===== src/rtl/core/tpd_pkg.sv =====
// ----------------------------------------------------------------------------
// tpd_pkg
// Shared widths, function and register codes, and the command and status
// bundles that pass between the deframer controller and its datapath.
// ----------------------------------------------------------------------------
package tpd_pkg;

	localparam int FUNC_W     = 2;
	localparam int BYTE_W     = 8;
	localparam int LEN_W      = 6;
	localparam int TIME_W     = 32;
	localparam int CFG_IDX_W  = 1;
	localparam int CFG_DATA_W = 32;
	localparam int TBL_DEPTH  = 256;

	// Item function codes.
	localparam logic [FUNC_W-1:0] FUNC_BYTE = 2'd0;
	localparam logic [FUNC_W-1:0] FUNC_POLL = 2'd1;
	localparam logic [FUNC_W-1:0] FUNC_TBL  = 2'd2;

	// Configuration register indexes.
	localparam logic [CFG_IDX_W-1:0] REG_TERM    = 1'b0;
	localparam logic [CFG_IDX_W-1:0] REG_TIMEOUT = 1'b1;

	localparam logic [BYTE_W-1:0] TERM_RST    = 8'h00;
	localparam logic [TIME_W-1:0] TIMEOUT_RST = 32'd8000;

	// Which address the ring read port takes.
	typedef enum logic [1:0] {
		RD_HEAD = 2'd0,
		RD_TAIL = 2'd1,
		RD_WALK = 2'd2
	} rd_sel_t;

	// What the result register is loaded with.
	typedef enum logic [1:0] {
		OUT_ALARM = 2'd0,
		OUT_OVF   = 2'd1,
		OUT_DATA  = 2'd2
	} out_sel_t;

	typedef struct packed {
		logic     push;
		logic     tbl_wr;
		logic     now_load;
		logic     ring_rd;
		rd_sel_t  rd_sel;
		logic     tbl_rd;
		logic     idx_clr;
		logic     idx_inc;
		logic     out_load;
		out_sel_t out_sel;
		logic     pop_one;
		logic     pop_len;
	} tpd_cmd_t;

	typedef struct packed {
		logic ring_full;
		logic ring_empty;
		logic alarm_hit;
		logic len_zero;
		logic len_short;
		logic term_match;
		logic is_last;
		logic out_free;
	} tpd_sts_t;

endpackage


===== src/rtl/core/tpd_ifs.sv =====
// ----------------------------------------------------------------------------
// tpd_ifs
// Valid/ready channels of the deframer: the item channel and the result
// channel, each with a source and a sink modport.
// ----------------------------------------------------------------------------
interface tpd_in_if;
	logic                        valid;
	logic                        ready;
	logic [tpd_pkg::FUNC_W-1:0]  func;
	logic [tpd_pkg::BYTE_W-1:0]  data_byte;
	logic [tpd_pkg::LEN_W-1:0]   length_value;
	logic [tpd_pkg::TIME_W-1:0]  now_time;

	modport source (output valid, func, data_byte, length_value, now_time, input ready);
	modport sink   (input valid, func, data_byte, length_value, now_time, output ready);
endinterface

interface tpd_out_if;
	logic                        valid;
	logic                        ready;
	logic                        kind;
	logic [tpd_pkg::BYTE_W-1:0]  packet_byte;
	logic                        packet_end;
	logic                        stop_alarm;
	logic                        overflow;

	modport source (output valid, kind, packet_byte, packet_end, stop_alarm, overflow,
		input ready);
	modport sink   (input valid, kind, packet_byte, packet_end, stop_alarm, overflow,
		output ready);
endinterface


===== src/rtl/core/tpd_ctrl.sv =====
// ----------------------------------------------------------------------------
// tpd_ctrl
// Sequencer of the deframer: takes items, walks a poll through the watchdog,
// head lookup, terminator check and packet streaming.
// ----------------------------------------------------------------------------
module tpd_ctrl (
	input  logic                       clk,
	input  logic                       arst_n,
	input  logic                       in_valid,
	input  logic [tpd_pkg::FUNC_W-1:0] in_func,
	output logic                       in_ready,
	input  tpd_pkg::tpd_sts_t          sts,
	output tpd_pkg::tpd_cmd_t          cmd
);
	import tpd_pkg::*;

	typedef enum logic [7:0] {
		S_IDLE    = 8'b0000_0001,
		S_OVF     = 8'b0000_0010,
		S_ALARM   = 8'b0000_0100,
		S_HEAD    = 8'b0000_1000,
		S_LOOK    = 8'b0001_0000,
		S_CHKLEN  = 8'b0010_0000,
		S_CHKTERM = 8'b0100_0000,
		S_EMIT    = 8'b1000_0000
	} state_t;

	state_t state_q, state_d;
	logic   take;

	assign in_ready = (state_q == S_IDLE);
	assign take     = in_valid && in_ready;

	always_comb begin
		state_d = state_q;
		cmd     = '0;
		cmd.rd_sel  = RD_HEAD;
		cmd.out_sel = OUT_DATA;
		case (state_q)
			S_IDLE: begin
				if (take) begin
					case (in_func)
						FUNC_BYTE: begin
							if (sts.ring_full) begin
								state_d = S_OVF;
							end else begin
								cmd.push = 1'b1;
							end
						end
						FUNC_POLL: begin
							cmd.now_load = 1'b1;
							if (sts.alarm_hit) begin
								state_d = S_ALARM;
							end else if (!sts.ring_empty) begin
								state_d = S_HEAD;
							end
						end
						FUNC_TBL: begin
							cmd.tbl_wr = 1'b1;
						end
						default: ;
					endcase
				end
			end
			S_OVF: begin
				if (sts.out_free) begin
					cmd.out_load = 1'b1;
					cmd.out_sel  = OUT_OVF;
					state_d      = S_IDLE;
				end
			end
			S_ALARM: begin
				if (sts.out_free) begin
					cmd.out_load = 1'b1;
					cmd.out_sel  = OUT_ALARM;
					state_d      = sts.ring_empty ? S_IDLE : S_HEAD;
				end
			end
			S_HEAD: begin
				cmd.ring_rd = 1'b1;
				cmd.rd_sel  = RD_HEAD;
				state_d     = S_LOOK;
			end
			S_LOOK: begin
				cmd.tbl_rd = 1'b1;
				state_d    = S_CHKLEN;
			end
			S_CHKLEN: begin
				if (sts.len_zero) begin
					cmd.pop_one = 1'b1;
					state_d     = S_IDLE;
				end else if (sts.len_short) begin
					state_d = S_IDLE;
				end else begin
					cmd.ring_rd = 1'b1;
					cmd.rd_sel  = RD_TAIL;
					state_d     = S_CHKTERM;
				end
			end
			S_CHKTERM: begin
				if (sts.term_match) begin
					cmd.ring_rd = 1'b1;
					cmd.rd_sel  = RD_HEAD;
					cmd.idx_clr = 1'b1;
					state_d     = S_EMIT;
				end else begin
					cmd.pop_one = 1'b1;
					state_d     = S_IDLE;
				end
			end
			S_EMIT: begin
				if (sts.out_free) begin
					cmd.out_load = 1'b1;
					cmd.out_sel  = OUT_DATA;
					if (sts.is_last) begin
						cmd.pop_len = 1'b1;
						state_d     = S_IDLE;
					end else begin
						cmd.ring_rd = 1'b1;
						cmd.rd_sel  = RD_WALK;
						cmd.idx_inc = 1'b1;
					end
				end
			end
			default: begin
				state_d = S_IDLE;
			end
		endcase
	end

	always_ff @(posedge clk or negedge arst_n) begin
		if (!arst_n) begin
			state_q <= S_IDLE;
		end else begin
			state_q <= state_d;
		end
	end

endmodule


===== src/rtl/core/tpd_datapath.sv =====
// ----------------------------------------------------------------------------
// tpd_datapath
// Ring memory with its pointers, the header length table, the watchdog
// compare, configuration registers and the result register.
// ----------------------------------------------------------------------------
module tpd_datapath #(
	parameter int RING_DEPTH = 64,
	parameter int MAX_PACKET = 32
) (
	input  logic                           clk,
	input  logic                           arst_n,
	input  tpd_pkg::tpd_cmd_t              cmd,
	output tpd_pkg::tpd_sts_t              sts,
	input  logic                           cfg_we,
	input  logic [tpd_pkg::CFG_IDX_W-1:0]  cfg_index,
	input  logic [tpd_pkg::CFG_DATA_W-1:0] cfg_data,
	input  logic [tpd_pkg::BYTE_W-1:0]     data_byte,
	input  logic [tpd_pkg::LEN_W-1:0]      length_value,
	input  logic [tpd_pkg::TIME_W-1:0]     now_time,
	output logic                           res_valid,
	input  logic                           res_ready,
	output logic                           kind,
	output logic [tpd_pkg::BYTE_W-1:0]     packet_byte,
	output logic                           packet_end,
	output logic                           stop_alarm,
	output logic                           overflow
);
	import tpd_pkg::*;

	localparam int PW      = $clog2(RING_DEPTH);
	localparam int CW      = $clog2(RING_DEPTH + 1);
	localparam int SW      = (PW + 1 > LEN_W + 1) ? PW + 1 : LEN_W + 1;
	localparam int LEN_CAP = (MAX_PACKET < RING_DEPTH) ? MAX_PACKET : RING_DEPTH;
	localparam logic [LEN_W-1:0] CAP_L   = LEN_W'(LEN_CAP);
	localparam logic [SW-1:0]    DEPTH_S = SW'(RING_DEPTH);
	localparam logic [CW-1:0]    DEPTH_C = CW'(RING_DEPTH);

	logic [BYTE_W-1:0]    ring [RING_DEPTH];
	logic [LEN_W-1:0]     tbl  [TBL_DEPTH];
	logic [TBL_DEPTH-1:0] tbl_vld_q;

	logic [BYTE_W-1:0] term_q;
	logic [TIME_W-1:0] timeout_q;
	logic [TIME_W-1:0] last_q;
	logic [TIME_W-1:0] now_q;
	logic [PW-1:0]     rd_pos_q, wr_pos_q, ptr_q;
	logic [CW-1:0]     fill_q;
	logic [LEN_W-1:0]  idx_q;
	logic [BYTE_W-1:0] ring_rd_q;
	logic [LEN_W-1:0]  tbl_rd_q;
	logic              tbl_vld_rd_q;
	logic              out_valid_q;
	logic              kind_q, end_q, alarm_q, ovf_q;
	logic [BYTE_W-1:0] byte_q;

	logic [LEN_W-1:0]  len;
	logic [LEN_W-1:0]  len_sat;
	logic [PW-1:0]     rd_addr;
	logic [PW-1:0]     tail_addr;
	logic [PW-1:0]     next_pos;
	logic [TIME_W:0]   limit;

	// Reduce a sum below twice the depth back into the ring.
	function automatic logic [PW-1:0] wrap(input logic [SW-1:0] s);
		logic [SW-1:0] r;
		r = (s >= DEPTH_S) ? s - DEPTH_S : s;
		return r[PW-1:0];
	endfunction

	assign len       = tbl_vld_rd_q ? tbl_rd_q : '0;
	assign len_sat   = (length_value > CAP_L) ? CAP_L : length_value;
	assign tail_addr = wrap(SW'(rd_pos_q) + SW'(len) - SW'(1));
	assign next_pos  = wrap(SW'(rd_pos_q) + SW'(len));
	assign limit     = {1'b0, last_q} + {1'b0, timeout_q};

	always_comb begin
		case (cmd.rd_sel)
			RD_HEAD: rd_addr = rd_pos_q;
			RD_TAIL: rd_addr = tail_addr;
			RD_WALK: rd_addr = ptr_q;
			default: rd_addr = rd_pos_q;
		endcase
	end

	assign sts.ring_full  = (fill_q == DEPTH_C);
	assign sts.ring_empty = (fill_q == '0);
	assign sts.alarm_hit  = ({1'b0, now_time} >= limit);
	assign sts.len_zero   = (len == '0);
	assign sts.len_short  = (SW'(fill_q) < SW'(len));
	assign sts.term_match = (ring_rd_q == term_q);
	assign sts.is_last    = (idx_q == len - LEN_W'(1));
	assign sts.out_free   = !out_valid_q || res_ready;

	// Configuration registers.
	always_ff @(posedge clk or negedge arst_n) begin
		if (!arst_n) begin
			term_q    <= TERM_RST;
			timeout_q <= TIMEOUT_RST;
		end else if (cfg_we) begin
			case (cfg_index)
				REG_TERM:    term_q    <= cfg_data[BYTE_W-1:0];
				REG_TIMEOUT: timeout_q <= cfg_data[TIME_W-1:0];
				default: ;
			endcase
		end
	end

	// Ring pointers, fill count and delivery time.
	always_ff @(posedge clk or negedge arst_n) begin
		if (!arst_n) begin
			rd_pos_q <= '0;
			wr_pos_q <= '0;
			fill_q   <= '0;
			last_q   <= '0;
		end else begin
			if (cmd.push) begin
				wr_pos_q <= wrap(SW'(wr_pos_q) + SW'(1));
				fill_q   <= fill_q + CW'(1);
			end else if (cmd.pop_one) begin
				rd_pos_q <= wrap(SW'(rd_pos_q) + SW'(1));
				fill_q   <= fill_q - CW'(1);
			end else if (cmd.pop_len) begin
				rd_pos_q <= next_pos;
				fill_q   <= fill_q - CW'(len);
				last_q   <= now_q;
			end
		end
	end

	// Ring memory, registered read.
	always_ff @(posedge clk) begin
		if (cmd.push) begin
			ring[wr_pos_q] <= data_byte;
		end
	end

	always_ff @(posedge clk) begin
		if (cmd.ring_rd) begin
			ring_rd_q <= ring[rd_addr];
			ptr_q     <= wrap(SW'(rd_addr) + SW'(1));
		end
		if (cmd.now_load) begin
			now_q <= now_time;
		end
		if (cmd.idx_clr) begin
			idx_q <= '0;
		end else if (cmd.idx_inc) begin
			idx_q <= idx_q + LEN_W'(1);
		end
	end

	// Length table: an entry not yet written reads as not a header.
	always_ff @(posedge clk or negedge arst_n) begin
		if (!arst_n) begin
			tbl_vld_q <= '0;
		end else if (cmd.tbl_wr) begin
			tbl_vld_q[data_byte] <= 1'b1;
		end
	end

	always_ff @(posedge clk) begin
		if (cmd.tbl_wr) begin
			tbl[data_byte] <= len_sat;
		end
	end

	always_ff @(posedge clk) begin
		if (cmd.tbl_rd) begin
			tbl_rd_q     <= tbl[ring_rd_q];
			tbl_vld_rd_q <= tbl_vld_q[ring_rd_q];
		end
	end

	// Result register.
	always_ff @(posedge clk or negedge arst_n) begin
		if (!arst_n) begin
			out_valid_q <= 1'b0;
		end else if (cmd.out_load) begin
			out_valid_q <= 1'b1;
		end else if (res_ready) begin
			out_valid_q <= 1'b0;
		end
	end

	always_ff @(posedge clk) begin
		if (cmd.out_load) begin
			case (cmd.out_sel)
				OUT_ALARM: begin
					kind_q  <= 1'b0;
					byte_q  <= '0;
					end_q   <= 1'b0;
					alarm_q <= 1'b1;
					ovf_q   <= 1'b0;
				end
				OUT_OVF: begin
					kind_q  <= 1'b0;
					byte_q  <= '0;
					end_q   <= 1'b0;
					alarm_q <= 1'b0;
					ovf_q   <= 1'b1;
				end
				default: begin
					kind_q  <= 1'b1;
					byte_q  <= ring_rd_q;
					end_q   <= sts.is_last;
					alarm_q <= 1'b0;
					ovf_q   <= 1'b0;
				end
			endcase
		end
	end

	assign res_valid   = out_valid_q;
	assign kind        = kind_q;
	assign packet_byte = byte_q;
	assign packet_end  = end_q;
	assign stop_alarm  = alarm_q;
	assign overflow    = ovf_q;

	a_fill_bound: assert property (@(posedge clk) disable iff (!arst_n)
		fill_q <= DEPTH_C)
		else $error("fill count above ring depth");

	a_push_pop: assert property (@(posedge clk) disable iff (!arst_n)
		cmd.push |-> !(cmd.pop_one || cmd.pop_len))
		else $error("ring pushed and popped in the same cycle");

	a_no_clobber: assert property (@(posedge clk) disable iff (!arst_n)
		cmd.out_load |-> (!out_valid_q || res_ready))
		else $error("result register overwritten before transfer");

	a_delivery_time: assert property (@(posedge clk) disable iff (!arst_n)
		cmd.pop_len |=> (last_q == $past(now_q)))
		else $error("delivery time not recorded");

endmodule


===== src/rtl/core/typed_packet_deframer_core.sv =====
// ----------------------------------------------------------------------------
// typed_packet_deframer_core
// Received-byte ring with a length-table deframer and a link-loss watchdog.
// ----------------------------------------------------------------------------
//
//  Channel   Direction  Handshake          Carries
//  in_ch     sink       valid/ready        func, data_byte, length_value, now_time
//  out_ch    source     valid/ready        kind, packet_byte, packet_end,
//                                          stop_alarm, overflow
//  cfg       write      cfg_we             cfg_index, cfg_data (32 bits)
//
//  A table write, a byte item into a ring with room, and a poll on an empty
//  ring with no alarm are done in the cycle they are accepted. Other polls
//  then pass the head read, table lookup and length check states, the
//  terminator read when a complete packet is held, and one delivered packet
//  byte per cycle while the result register is free, as the single ring read
//  port walks the packet. Watchdog and overflow status load in their own state.
//  Reset is asynchronous and active low; the length table is cleared at once
//  by per-entry valid bits, so no clearing pass follows reset.
//  The result register holds a finished result until its transfer, and the
//  sequencer stalls in place while that register is full and not taken.
//
// ----------------------------------------------------------------------------
module typed_packet_deframer_core #(
	parameter int RING_DEPTH = 64,
	parameter int MAX_PACKET = 32
) (
	input  logic                           clk,
	input  logic                           arst_n,
	input  logic                           cfg_we,
	input  logic [tpd_pkg::CFG_IDX_W-1:0]  cfg_index,
	input  logic [tpd_pkg::CFG_DATA_W-1:0] cfg_data,
	tpd_in_if.sink                         in_ch,
	tpd_out_if.source                      out_ch
);
	import tpd_pkg::*;

	// Commands from the sequencer and status back from the datapath.
	tpd_cmd_t cmd;
	tpd_sts_t sts;

	// The sequencer owns item acceptance: a transfer on the item channel
	// only happens while it sits idle.
	tpd_ctrl u_ctrl (
		.clk      (clk),
		.arst_n   (arst_n),
		.in_valid (in_ch.valid),
		.in_func  (in_ch.func),
		.in_ready (in_ch.ready),
		.sts      (sts),
		.cmd      (cmd)
	);

	// The datapath holds all storage and drives the result channel from its
	// result register.
	tpd_datapath #(
		.RING_DEPTH (RING_DEPTH),
		.MAX_PACKET (MAX_PACKET)
	) u_datapath (
		.clk          (clk),
		.arst_n       (arst_n),
		.cmd          (cmd),
		.sts          (sts),
		.cfg_we       (cfg_we),
		.cfg_index    (cfg_index),
		.cfg_data     (cfg_data),
		.data_byte    (in_ch.data_byte),
		.length_value (in_ch.length_value),
		.now_time     (in_ch.now_time),
		.res_valid    (out_ch.valid),
		.res_ready    (out_ch.ready),
		.kind         (out_ch.kind),
		.packet_byte  (out_ch.packet_byte),
		.packet_end   (out_ch.packet_end),
		.stop_alarm   (out_ch.stop_alarm),
		.overflow     (out_ch.overflow)
	);

endmodule

===== src/flat_wrapper.sv =====
// flat-port wrapper written by rule: the top's interface ports become plain ports
module typed_packet_deframer_core_flat import tpd_pkg::*;
#(
	parameter int RING_DEPTH = 64,
	parameter int MAX_PACKET = 32
)
  (clk, arst_n, cfg_we, cfg_index, cfg_data, in_ch_valid, in_ch_func, in_ch_data_byte, in_ch_length_value, in_ch_now_time, in_ch_ready, out_ch_valid, out_ch_kind, out_ch_packet_byte, out_ch_packet_end, out_ch_stop_alarm, out_ch_overflow, out_ch_ready);
  tpd_in_if in_ch_i ();
  tpd_out_if out_ch_i ();
  input  logic clk;
  input  logic arst_n;
  input  logic cfg_we;
  input  logic [tpd_pkg::CFG_IDX_W-1:0] cfg_index;
  input  logic [tpd_pkg::CFG_DATA_W-1:0] cfg_data;
  input wire logic [$bits(in_ch_i.valid)-1:0] in_ch_valid;
  input wire logic [$bits(in_ch_i.func)-1:0] in_ch_func;
  input wire logic [$bits(in_ch_i.data_byte)-1:0] in_ch_data_byte;
  input wire logic [$bits(in_ch_i.length_value)-1:0] in_ch_length_value;
  input wire logic [$bits(in_ch_i.now_time)-1:0] in_ch_now_time;
  output wire logic [$bits(in_ch_i.ready)-1:0] in_ch_ready;
  output wire logic [$bits(out_ch_i.valid)-1:0] out_ch_valid;
  output wire logic [$bits(out_ch_i.kind)-1:0] out_ch_kind;
  output wire logic [$bits(out_ch_i.packet_byte)-1:0] out_ch_packet_byte;
  output wire logic [$bits(out_ch_i.packet_end)-1:0] out_ch_packet_end;
  output wire logic [$bits(out_ch_i.stop_alarm)-1:0] out_ch_stop_alarm;
  output wire logic [$bits(out_ch_i.overflow)-1:0] out_ch_overflow;
  input wire logic [$bits(out_ch_i.ready)-1:0] out_ch_ready;
  assign in_ch_i.valid = in_ch_valid;
  assign in_ch_i.func = in_ch_func;
  assign in_ch_i.data_byte = in_ch_data_byte;
  assign in_ch_i.length_value = in_ch_length_value;
  assign in_ch_i.now_time = in_ch_now_time;
  assign in_ch_ready = in_ch_i.ready;
  assign out_ch_valid = out_ch_i.valid;
  assign out_ch_kind = out_ch_i.kind;
  assign out_ch_packet_byte = out_ch_i.packet_byte;
  assign out_ch_packet_end = out_ch_i.packet_end;
  assign out_ch_stop_alarm = out_ch_i.stop_alarm;
  assign out_ch_overflow = out_ch_i.overflow;
  assign out_ch_i.ready = out_ch_ready;
  typed_packet_deframer_core #(.RING_DEPTH(RING_DEPTH), .MAX_PACKET(MAX_PACKET)) u_core (.clk(clk), .arst_n(arst_n), .cfg_we(cfg_we), .cfg_index(cfg_index), .cfg_data(cfg_data), .in_ch(in_ch_i), .out_ch(out_ch_i));
endmodule

===== config.mk =====
export PLATFORM = sky130hd
export DESIGN_NAME = typed_packet_deframer_core_flat
export DESIGN_NICKNAME = d
export VERILOG_FILES = /design/src/rtl/core/tpd_pkg.sv /design/src/rtl/core/tpd_ifs.sv /design/src/rtl/core/tpd_ctrl.sv /design/src/rtl/core/tpd_datapath.sv /design/src/rtl/core/typed_packet_deframer_core.sv /design/src/flat_wrapper.sv
export SDC_FILE = /design/constraint.sdc
export NUM_CORES = 2
export LEC_CHECK = 0
export BUFFER_PORTS_ARGS = -buffer_cell sky130_fd_sc_hd__buf_2
export CORE_ASPECT_RATIO = 0.9
export CORE_MARGIN = 2
export CORE_UTILIZATION = 40
export DETAILED_ROUTE_END_ITERATION = 12
export MAX_ROUTING_LAYER = met4
export PLACE_DENSITY_LB_ADDON = 0.3
export SETUP_SLACK_MARGIN = 0.3
export SLEW_MARGIN = 20
export SYNTH_ARGS = -nofsm -noshare
export SYNTH_HDL_FRONTEND = slang
export SYNTH_SLANG_ARGS = --single-unit
export TNS_END_PERCENT = 20

===== constraint.sdc =====
create_clock -name clk -period 11.2 [get_ports clk]
set_input_delay 3.36 -clock clk [delete_from_list [all_inputs] [get_ports clk]]
set_output_delay 3.36 -clock clk [all_outputs]
set_load 0.01 [all_outputs]

==> results.md <==
* Via/cell ratio at 5.54
* Post-route ant nets at 0
* Setup repair bufs after CTS at 0
* Placer Congestion at 0.808
* Routed len/inst at 26.6 microns
* Die width at 530 microns
* Largest net degree at the start of global routing at 190
* Largest family of logic cells by synthesized area: multiplexers
* RSZ-0062 raised after global routing: false
* Fin util at 0.453
* Critical Path AT at 7.93 ns
* Core ar. at 247000 sq um
* Xor/xnor share of the synthesized area at 0.00656
* Post-CTS Resized at 0
* Hpwl dp at 140000 microns
* CP cell instances: buf_2 > nand2b_1 > and3_1 > inv_1 > ha_1 > nor2b_1 > a221o_4 > buf_4 > mux4_2 > mux2i_1 > mux2i_1 > mux2i_1 > mux2i_1
* IO Port Bufs at 99
* Vias in the first global route at 49000
* Final clock skew at 0.0420 ns
* Dpl ws at 2.96 ns
* Critical Path RT at 11.81 ns
* Fin nets at 5335
* CTS sink cnt at 2475
* TritonCTS clock tree: done
* Synth Area in Simple Gates at 0.0434
* EDFF count, synth at 2113
* Count of cell types in the netlist at 76
* Peak VDD IR at 0.168 mV
* Setup WS post-layout at 3.88 ns
* Placed cell areas at 104000 sq um
* Max FO, Critical Path at 69
* Avg Synthesized Cell Area at 19.9 sq um
* Power per cell area at 170 nW/um^2
* Register bit total from synthesis at 2475
* Fin. max-slew vios at 0
* CP startpoint kind: primary input
* Aggregate global routing overflow at 0
* Mapped cell area at 99600 sq um
* Headroom to the max-slew limit at 0.216
* Crit Path Class: primary input to register
* Most frequent CP cell: mux2i_1
* Reg2Reg Depth at 18
* Hold Buf Count CTS at 0
* Clk_lat worst skew at 0.88 ns
* Post-synth ARST share at 0.144
* Max incr delay on CP at 0.90 ns
* Final TNS setup at 0 ns
* Register area share after synthesis at 0.728
* Final wirelength at 232000 microns
* Final Hold Viols at 0
* Crit share post-route at 0.654
* Reg-to-reg startpoint: u_core.u_datapath.tbl_vld_rd_q
* WHS Endpoint: u_core.u_datapath.last_q[1]
* Initial antenna violation count at 33
* Synth warn at 0
* Fin area at 112000 sq um
* Top-Level Pins at 100
* Mapped Nets at 5175
* Tightest Pin Transition at 1.17 ns
* HP Start: u_core.u_datapath.now_q[1]
* Initial Util at 0.403
* Share of cells above drive strength 1 at 0.257
* Fmax at 0.137 GHz
* Hold crit path type: register to register
* Pre-antenna DRT Iters at 7
* Synth Area in Adders at 0.0115
* Slowest CP cell: a221o_4
* GRT Total Usage at 0.189
* Root Buffer: clkbuf_16
* Fill cell count at 20800
* # rows at 173
* Status: finished, final reports clean
* Most common cell after layout, fill and taps aside: edfxtp_1
* Via count at 48400
* Crit path time final at 7.32 ns
* CTS clk-pin slew, worst paths at 0.06 ns
* Busiest grt layer: met1
* Commonest cells after routing, fill and taps aside: edfxtp_1 (2113), mux4_2 (716), nor2_1 (371), dfrtp_1 (349), clkbuf_16 (240)
* CP endpoint kind: register
* Final setup fails at 0
* Post-Syn Instances at 4999
* M3 GR Usage at 0.0435
* H-Tree Depth at 4
* Layout area overhead at 12.3%
* R2R setup slack at 4.88 ns
* Hold path cells at 2
* Leakage at 38.3 nW
* Die area at 253000 sq um
* # Max-Cap Violations at 0
* Max clock buf depth at 3
* Dominant synthesized flop cell: edfxtp_1
* Die height at 477 microns
* First-pass GRT wire length at 341000 microns
* Compound-Gate Fraction of Synth Area at 0.0192
* Worst r2r dst: u_core.u_datapath.ring_rd_q[0]
* Iter 0 DRT Violations at 4599
* Num CTS Buffers at 238
* Post-synthesis mux area share at 0.179
* Met1 Use GR at 0.273
* M2 GR Usage at 0.272
* Drt drc at 0
==> cell usage after synthesis, types with 5 or more instances <==
cell | n | area (sq um)
a211o_1 | 5 | 43.8
a211oi_1 | 8 | 60.1
a21o_1 | 32 | 240
a21oi_1 | 61 | 305
a22oi_1 | 16 | 120
and2_1 | 11 | 68.8
and3_1 | 6 | 37.5
buf_1 | 23 | 86.3
buf_2 | 74 | 370
buf_4 | 5 | 37.5
clkbuf_1 | 160 | 601
dfrtp_1 | 349 | 8730
dfstp_2 | 7 | 184
dfxtp_1 | 6 | 120
edfxtp_1 | 2113 | 63500
ha_1 | 87 | 1090
inv_1 | 31 | 116
mux2_2 | 40 | 450
mux2i_1 | 122 | 1220
mux4_2 | 716 | 16100
nand2_1 | 181 | 679
nand2b_1 | 9 | 56.3
nand3_1 | 31 | 155
nand3b_1 | 6 | 45.0
nand4_1 | 19 | 119
nand4b_1 | 6 | 52.6
nor2_1 | 376 | 1410
nor2b_1 | 27 | 169
nor3_1 | 10 | 50.1
nor3b_1 | 9 | 67.6
o211ai_1 | 5 | 37.5
o21a_1 | 8 | 60.1
o21ai_0 | 22 | 110
o21ai_1 | 7 | 35.0
o21bai_1 | 71 | 533
or2_1 | 141 | 882
or2_2 | 54 | 338
or3_1 | 5 | 31.3
xnor2_1 | 41 | 359
xor2_1 | 31 | 272
==> area by class of cell <==
cell class / instances / area [sq um] / share of cell area
Clock buffer: 331 / 6530 / 0.0584
Multi-Input combinational cell: 2226 / 25900 / 0.232
Inverter: 33 / 131 / 0.00117
Antenna cell: 25 / 62.6 / 0.000559
Tap cell: 3325 / 4160 / 0.0372
Sequential cell: 2475 / 72500 / 0.648
Timing Repair Buffer: 185 / 1290 / 0.0115
Clock inverter: 123 / 1250 / 0.0112
==> routing by layer <==
metal,share of wire,vias up
li1,-,20500
met1,0.45,25800
met2,0.45,1729
met3,0.079,309
met4,0.021,0
met5,0,-
==> worst max-delay path, delay by kind of cell <==
kind            cells  cell delay, ns
mux                 5            1.26
fa+ha+maj           1            0.50
compound gates      1            0.90
buf+inv             3            0.86
simple gates        3            0.98
==> through the flow <==
stage                     hold slack, ns  cells  total power (W)
after floorplan                    0.415   4999           0.0109
after global placement             0.418   8243           0.0112
after detailed placement           0.426   8243           0.0113
after CTS                          0.443   8697           0.0192
after global routing               0.449   8722           0.0197
final                              0.437   8723           0.0190
==> flip-flops by register name, summed over array words and instances (netlist names), 7 cells and up <==
name,flops
u_core.u_datapath.tbl,1536
u_core.u_datapath.ring,512
u_core.u_datapath.tbl_vld_q,256
u_core.u_datapath.last_q,32
u_core.u_datapath.now_q,32
u_core.u_datapath.timeout_q,32
u_core.u_ctrl.state_q,8
u_core.u_datapath.packet_byte,8
u_core.u_datapath.ring_rd_q,8
u_core.u_datapath.term_q,8
u_core.u_datapath.fill_q,7
==> cell families after synthesis <==
group	count (synthesis)
xor+xnor	73
fa+ha+maj	90
buf+inv	298
compound gates	276
mux	878
flops	2475
simple gates	909
==> where the power goes <==
group          switching, W  leakage, nW  internal (W)
Clock               0.00348         3.80       0.00450
Sequential        0.0000825         24.1        0.0101
Combinational      0.000549         10.4      0.000323
Total               0.00411         38.3        0.0149
==> worst max-delay path by stage <==
stage                                from  cells after the start                        endpoint
detailed placement           out_ch_ready                     13  u_core.u_datapath.ring_rd_q[1]
global placement             out_ch_ready                     13  u_core.u_datapath.ring_rd_q[3]
floorplan           in_ch_length_value[5]                      1     u_core.u_datapath.tbl[0][5]
finish                       out_ch_ready                     13  u_core.u_datapath.ring_rd_q[0]
global route                 out_ch_ready                     13  u_core.u_datapath.ring_rd_q[5]
CTS                          out_ch_ready                     13  u_core.u_datapath.ring_rd_q[1]
(Power assumes the default switching activity.)
